==> config.mk <==
export PLATFORM = sky130hd
export DESIGN_NAME = cdq_ptr
export DESIGN_NICKNAME = d
export VERILOG_FILES = /design/src/cdq_pkg.sv /design/src/cdq_ptr.sv
export SDC_FILE = /design/constraint.sdc
export NUM_CORES = 1
export LEC_CHECK = 0
export BUFFER_PORTS_ARGS = -buffer_cell sky130_fd_sc_hd__clkbuf_2
export CELL_PAD_IN_SITES_DETAIL_PLACEMENT = 0
export CELL_PAD_IN_SITES_GLOBAL_PLACEMENT = 2
export CORE_MARGIN = 5
export CORE_UTILIZATION = 39
export DETAILED_ROUTE_END_ITERATION = 10
export GPL_ROUTABILITY_DRIVEN = 1
export HOLD_SLACK_MARGIN = 0.15
export PLACE_DENSITY_LB_ADDON = 0.1
export REMOVE_ABC_BUFFERS = 1
export SLEW_MARGIN = 20
export SYNTH_ARGS = -nofsm -noshare
export SYNTH_HDL_FRONTEND = slang
export SYNTH_SLANG_ARGS = --single-unit
==> constraint.sdc <==
create_clock -name clk -period 9.4 [get_ports clk]
set_clock_uncertainty 0.1 [all_clocks]
set_input_delay 1.41 -clock clk [delete_from_list [all_inputs] [get_ports clk]]
set_output_delay 1.41 -clock clk [all_outputs]
set_load 0.01 [all_outputs]
==> src/cdq_pkg.sv <==
// Shared types and constants for the circular deque.
`default_nettype none

package cdq_pkg;

	localparam int DATA_W = 32;
	localparam int CFG_W  = 11;
	localparam int CAP_RESET = 1024;

	localparam logic [DATA_W-1:0] EMPTY_VALUE = '1;

	typedef enum logic [1:0] {
		OP_PUSH_FRONT = 2'd0,
		OP_PUSH_BACK  = 2'd1,
		OP_POP_FRONT  = 2'd2,
		OP_POP_BACK   = 2'd3
	} op_t;

	typedef enum logic [1:0] {
		ST_DONE      = 2'd0,
		ST_OVERFLOW  = 2'd1,
		ST_UNDERFLOW = 2'd2
	} stat_t;

	typedef enum logic {
		FSM_IDLE = 1'b0,
		FSM_READ = 1'b1
	} fsm_t;

	// per-beat outcome from the pointer unit
	typedef struct packed {
		stat_t status;
		logic  empty;      // empty after the operation
		logic  full;       // full after the operation
		logic  need_read;  // new end value must come from the ring
		logic  read_front; // the read refills the front value
		logic  set_both;   // push into empty deque
		logic  set_front;
		logic  set_back;
	} step_t;

endpackage

`default_nettype wire

==> src/cdq_ptr.sv <==
// Front/back index, fill count and capacity bookkeeping for the deque.
`default_nettype none

module cdq_ptr #(
	parameter int DEPTH = 1024
) (
	input  wire logic                         clk,
	input  wire logic                         arst_n,
	input  wire logic                         cfg_we,
	input  wire logic [cdq_pkg::CFG_W-1:0]    cfg_data,
	input  wire logic                         step_en,
	input  wire cdq_pkg::op_t                 op,
	output cdq_pkg::step_t                    step,
	output logic                              ram_we,
	output logic                              ram_re,
	output logic      [$clog2(DEPTH)-1:0]     ram_addr
);

	localparam int IW    = $clog2(DEPTH);
	localparam int CNT_W = $clog2(DEPTH + 1);
	localparam int WW    = (CNT_W > cdq_pkg::CFG_W) ? CNT_W : cdq_pkg::CFG_W;
	localparam int CAP_RST = (DEPTH < cdq_pkg::CAP_RESET) ? DEPTH : cdq_pkg::CAP_RESET;

	logic [IW-1:0]    front_q, back_q, capm1_q;
	logic [CNT_W-1:0] cnt_q, cap_q;
	logic [IW-1:0]    front_d, back_d;
	logic [CNT_W-1:0] cnt_d;
	logic [WW-1:0]    cfg_ext;
	logic [CNT_W-1:0] cap_new;
	logic             is_empty, is_full;

	// clamp the written capacity into 1..DEPTH
	always_comb begin
		cfg_ext = WW'(cfg_data);
		if (cfg_ext == '0) begin
			cap_new = CNT_W'(1);
		end else if (cfg_ext > WW'(DEPTH)) begin
			cap_new = CNT_W'(DEPTH);
		end else begin
			cap_new = CNT_W'(cfg_ext);
		end
	end

	assign is_empty = (cnt_q == '0);
	assign is_full  = (cnt_q >= cap_q);

	always_comb begin
		front_d  = front_q;
		back_d   = back_q;
		cnt_d    = cnt_q;
		ram_we   = 1'b0;
		ram_re   = 1'b0;
		ram_addr = '0;
		step     = '0;
		step.status = cdq_pkg::ST_DONE;
		unique case (op) inside
			cdq_pkg::OP_PUSH_FRONT, cdq_pkg::OP_PUSH_BACK: begin
				if (is_full) begin
					step.status = cdq_pkg::ST_OVERFLOW;
				end else if (is_empty) begin
					front_d       = '0;
					back_d        = '0;
					cnt_d         = CNT_W'(1);
					ram_we        = 1'b1;
					step.set_both = 1'b1;
				end else if (op == cdq_pkg::OP_PUSH_FRONT) begin
					front_d        = (front_q == '0) ? capm1_q : front_q - IW'(1);
					cnt_d          = cnt_q + CNT_W'(1);
					ram_we         = 1'b1;
					ram_addr       = front_d;
					step.set_front = 1'b1;
				end else begin
					back_d        = (back_q >= capm1_q) ? '0 : back_q + IW'(1);
					cnt_d         = cnt_q + CNT_W'(1);
					ram_we        = 1'b1;
					ram_addr      = back_d;
					step.set_back = 1'b1;
				end
			end
			cdq_pkg::OP_POP_FRONT, cdq_pkg::OP_POP_BACK: begin
				if (is_empty) begin
					step.status = cdq_pkg::ST_UNDERFLOW;
				end else if (cnt_q == CNT_W'(1)) begin
					front_d = '0;
					back_d  = '0;
					cnt_d   = '0;
				end else if (op == cdq_pkg::OP_POP_FRONT) begin
					front_d         = (front_q >= capm1_q) ? '0 : front_q + IW'(1);
					cnt_d           = cnt_q - CNT_W'(1);
					ram_re          = 1'b1;
					ram_addr        = front_d;
					step.need_read  = 1'b1;
					step.read_front = 1'b1;
				end else begin
					back_d         = (back_q == '0) ? capm1_q : back_q - IW'(1);
					cnt_d          = cnt_q - CNT_W'(1);
					ram_re         = 1'b1;
					ram_addr       = back_d;
					step.need_read = 1'b1;
				end
			end
			default: begin
				step.status = cdq_pkg::ST_DONE;
			end
		endcase
		step.empty = (cnt_d == '0);
		step.full  = (cnt_d == cap_q);
		ram_we = ram_we & step_en;
		ram_re = ram_re & step_en;
	end

	always_ff @(posedge clk or negedge arst_n) begin
		if (!arst_n) begin
			front_q <= '0;
			back_q  <= '0;
			cnt_q   <= '0;
			cap_q   <= CNT_W'(CAP_RST);
			capm1_q <= IW'(CAP_RST - 1);
		end else if (cfg_we) begin
			front_q <= '0;
			back_q  <= '0;
			cnt_q   <= '0;
			cap_q   <= cap_new;
			capm1_q <= IW'(cap_new - CNT_W'(1));
		end else if (step_en) begin
			front_q <= front_d;
			back_q  <= back_d;
			cnt_q   <= cnt_d;
		end
	end

endmodule

`default_nettype wire

==> run metrics <==
vias in the first global route=4787; Area after DPL=5500 µm²; combinational fraction of design power=0.489; dpl ws=3.54 ns; I/O Buffers=37; Yosys reg bits=52; nets@finish=753; # rows=42; DRT Wirelength=around 18000 µm; setup TNS=0 ns; Tmin final=5.91 ns; Hold Path Sink=capm1_q[2]; Pwr per Cell Area=174 nW/µm²; Synth warnings=0; Sink Count=52; Sw Share=0.458; worst slew pin tran=approximately 0.88 ns; highest-count cells in the layout ignoring fill and taps=nor2_1 (77), o21ai_0 (71), nand2_1 (51); die height=126 µm; # setup viols final=0; final worst-path cycle share=0.629; Mapped Area=5270 µm²; Hold Path Depth=2; via count=5150; status=complete, no violations; routed len/inst=slightly above 20 µm; Max clock buf depth=2; main flop type after synthesis=dfrtp_1; R2R depth=11; global-route wire length before repair=28200 µm; Fill cells=1408; end of the worst register-to-register path=front_q[3]; post-synth top area share=0.195; sequential fraction of the synthesis area=0.249; clock power share=0.205; crit path DAT=4.40 ns; Lkg Pwr=2.44 nW; Flop pwr share=0.307; non-filler cells, final=874; Final WS setup=around 3.5 ns; Reg clk slew, reported paths=0.08 ns; design area=5650 µm²; commonest non-fill, non-tap cell in the layout=nor2_1; Internal Power=533 µW; number of synthesized flops with an enable pin=0; I/O pins=38; post-DP HPWL=13200 µm; register-to-register setup slack=~6 ns; RSZ-0062 raised after global routing=no; Area Overhead vs Synth=7.19%; worst hold path startpoint=capm1_q[2]; Post-CTS Resized=0; critical path launch point type=primary input; CTS Buf Count=5; Die W=roughly 130 µm; post-synth cell types=66; main area contributors after synthesis=dfrtp_1 (19%), ha_1 (9.3%), o21ai_0 (6.7%); Detailed Routing Iterations Pass 1=5; largest net degree at the start of global routing=72; CP Class=primary input to output pin; Slew Viols, Final=0; initial antenna violation count=0; largest vdd supply drop=0.0799 mV; hold_ws=around 0.45 ns; Mean Syn Cell Area=7.57 µm²; total die area=15900 µm²; TritonCTS clock tree=yes; switching power=451 µW; gpl congestion=around 0.87; DRC viols=0; Worst-Skew Late Latency=0.32 ns; vias per cell=5.89; worst rel slew slack=0.415; worst hold path class=flop to flop; Max Cap Violations=0; Initial Util=0.398; Fin. Hold Viols=0; Root Buffer=clkbuf_16; Antenna Nets Post-Route=0; worst reg2reg startpoint=cap_q[10]; ant diodes=0; share of layout cells above drive strength 1=0.123; largest area contributor in the netlist=dfrtp_1; Syn Inst Count=~700; fmax=169 MHz; drt first-iter violations=540; Worst setup EP type=output pin; htree depth=2; Worst Path Max Fanout=33; Tot GR Track Use=0.222; ys async rst share=1.00; total grt overflow=0; Placed Cells=866; postcts setup bufs=0; Hold Buf Count CTS=0; WP data required=7.89 ns; Core ar.=between 10000 and 15000 µm²
## sequential cells by signal, summed over array words and instances (netlist names)
register	flops
capm1_q	10
front_q	10
cnt_q	11
cap_q	11
back_q	10
## power by group through the flow
stage                     sequential (mW)  combinational, mW  clock, mW
after floorplan                     0.287              0.328          0
after global placement              0.305              0.469          0
after detailed placement            0.304              0.474          0
after CTS                           0.300              0.476      0.210
after global routing                0.307              0.534      0.217
final                               0.302              0.481      0.202
## cell type report
cell class                 instances  area (µm²)  share of cell area
sequential                        52        1320               0.233
tap                              176         220              0.0390
clock buffer                       5         125              0.0221
clock inverter                     3        27.5             0.00487
multi-input combinational        555        3590               0.635
timing repair buffer              43         225              0.0399
inverter                          40         150              0.0266
## worst max-delay path by stage
stage | start | to | slack (ns) | cells after the start
after floorplan | op[1] | step[5] | 4.55 | 9
after global placement | op[1] | step[5] | 3.67 | 9
after detailed placement | op[1] | step[5] | 3.54 | 9
after CTS | op[1] | step[5] | 3.54 | 9
after global routing | op[1] | step[5] | 3.34 | 9
final | op[1] | step[5] | 3.49 | 9
## worst max-delay path, stage by stage
cell      delay, ns
clkbuf_2       0.41
nand2_1        0.67
inv_1          0.33
and3_1         0.26
a211oi_2       0.34
xnor2_1        0.14
or4_4          0.50
nor3_2         0.18
clkbuf_2       0.15
## cells by family after synthesis
logic type,share of synthesized area
muxes,0.0154
and+or+nand+nor,0.245
buffers and inverters,0.0714
adders and majority gates,0.0926
xor gates and xnor gates,0.0764
AOI/OAI and AO/OA,0.249
DFF,0.249
## stage by stage
step	utilization	power, mW
floorplan	-	0.615
global placement	0.414	0.774
detailed placement	0.415	0.778
CTS	0.426	0.987
global route	0.427	1.06
finish	0.427	0.985
## synth_stat cells (all sizes together) (6+ instances only)
library cell,n
o21a,8
inv,40
a21oi,40
nand3b,6
nand2,51
nand3,17
a221oi,6
nor2b,10
a31oi,12
nor2,78
clkbuf,41
dfstp,11
nor3,33
and3,12
mux2i,7
a211oi,12
nor4,11
o221ai,9
o22ai,14
buf,8
o21ai,71
nand2b,10
ha,39
xnor2,30
dfrtp,41
xor2,16
## layer usage
metal,GRT usage,vias to the layer above,wire [µm]
li1,-,2522,-
met1,0.357,2444,9270
met2,0.309,166,7280
met3,0.0279,18,884
met4,0.0555,0,248
met5,0,-,0
(Power assumes the default switching activity.)
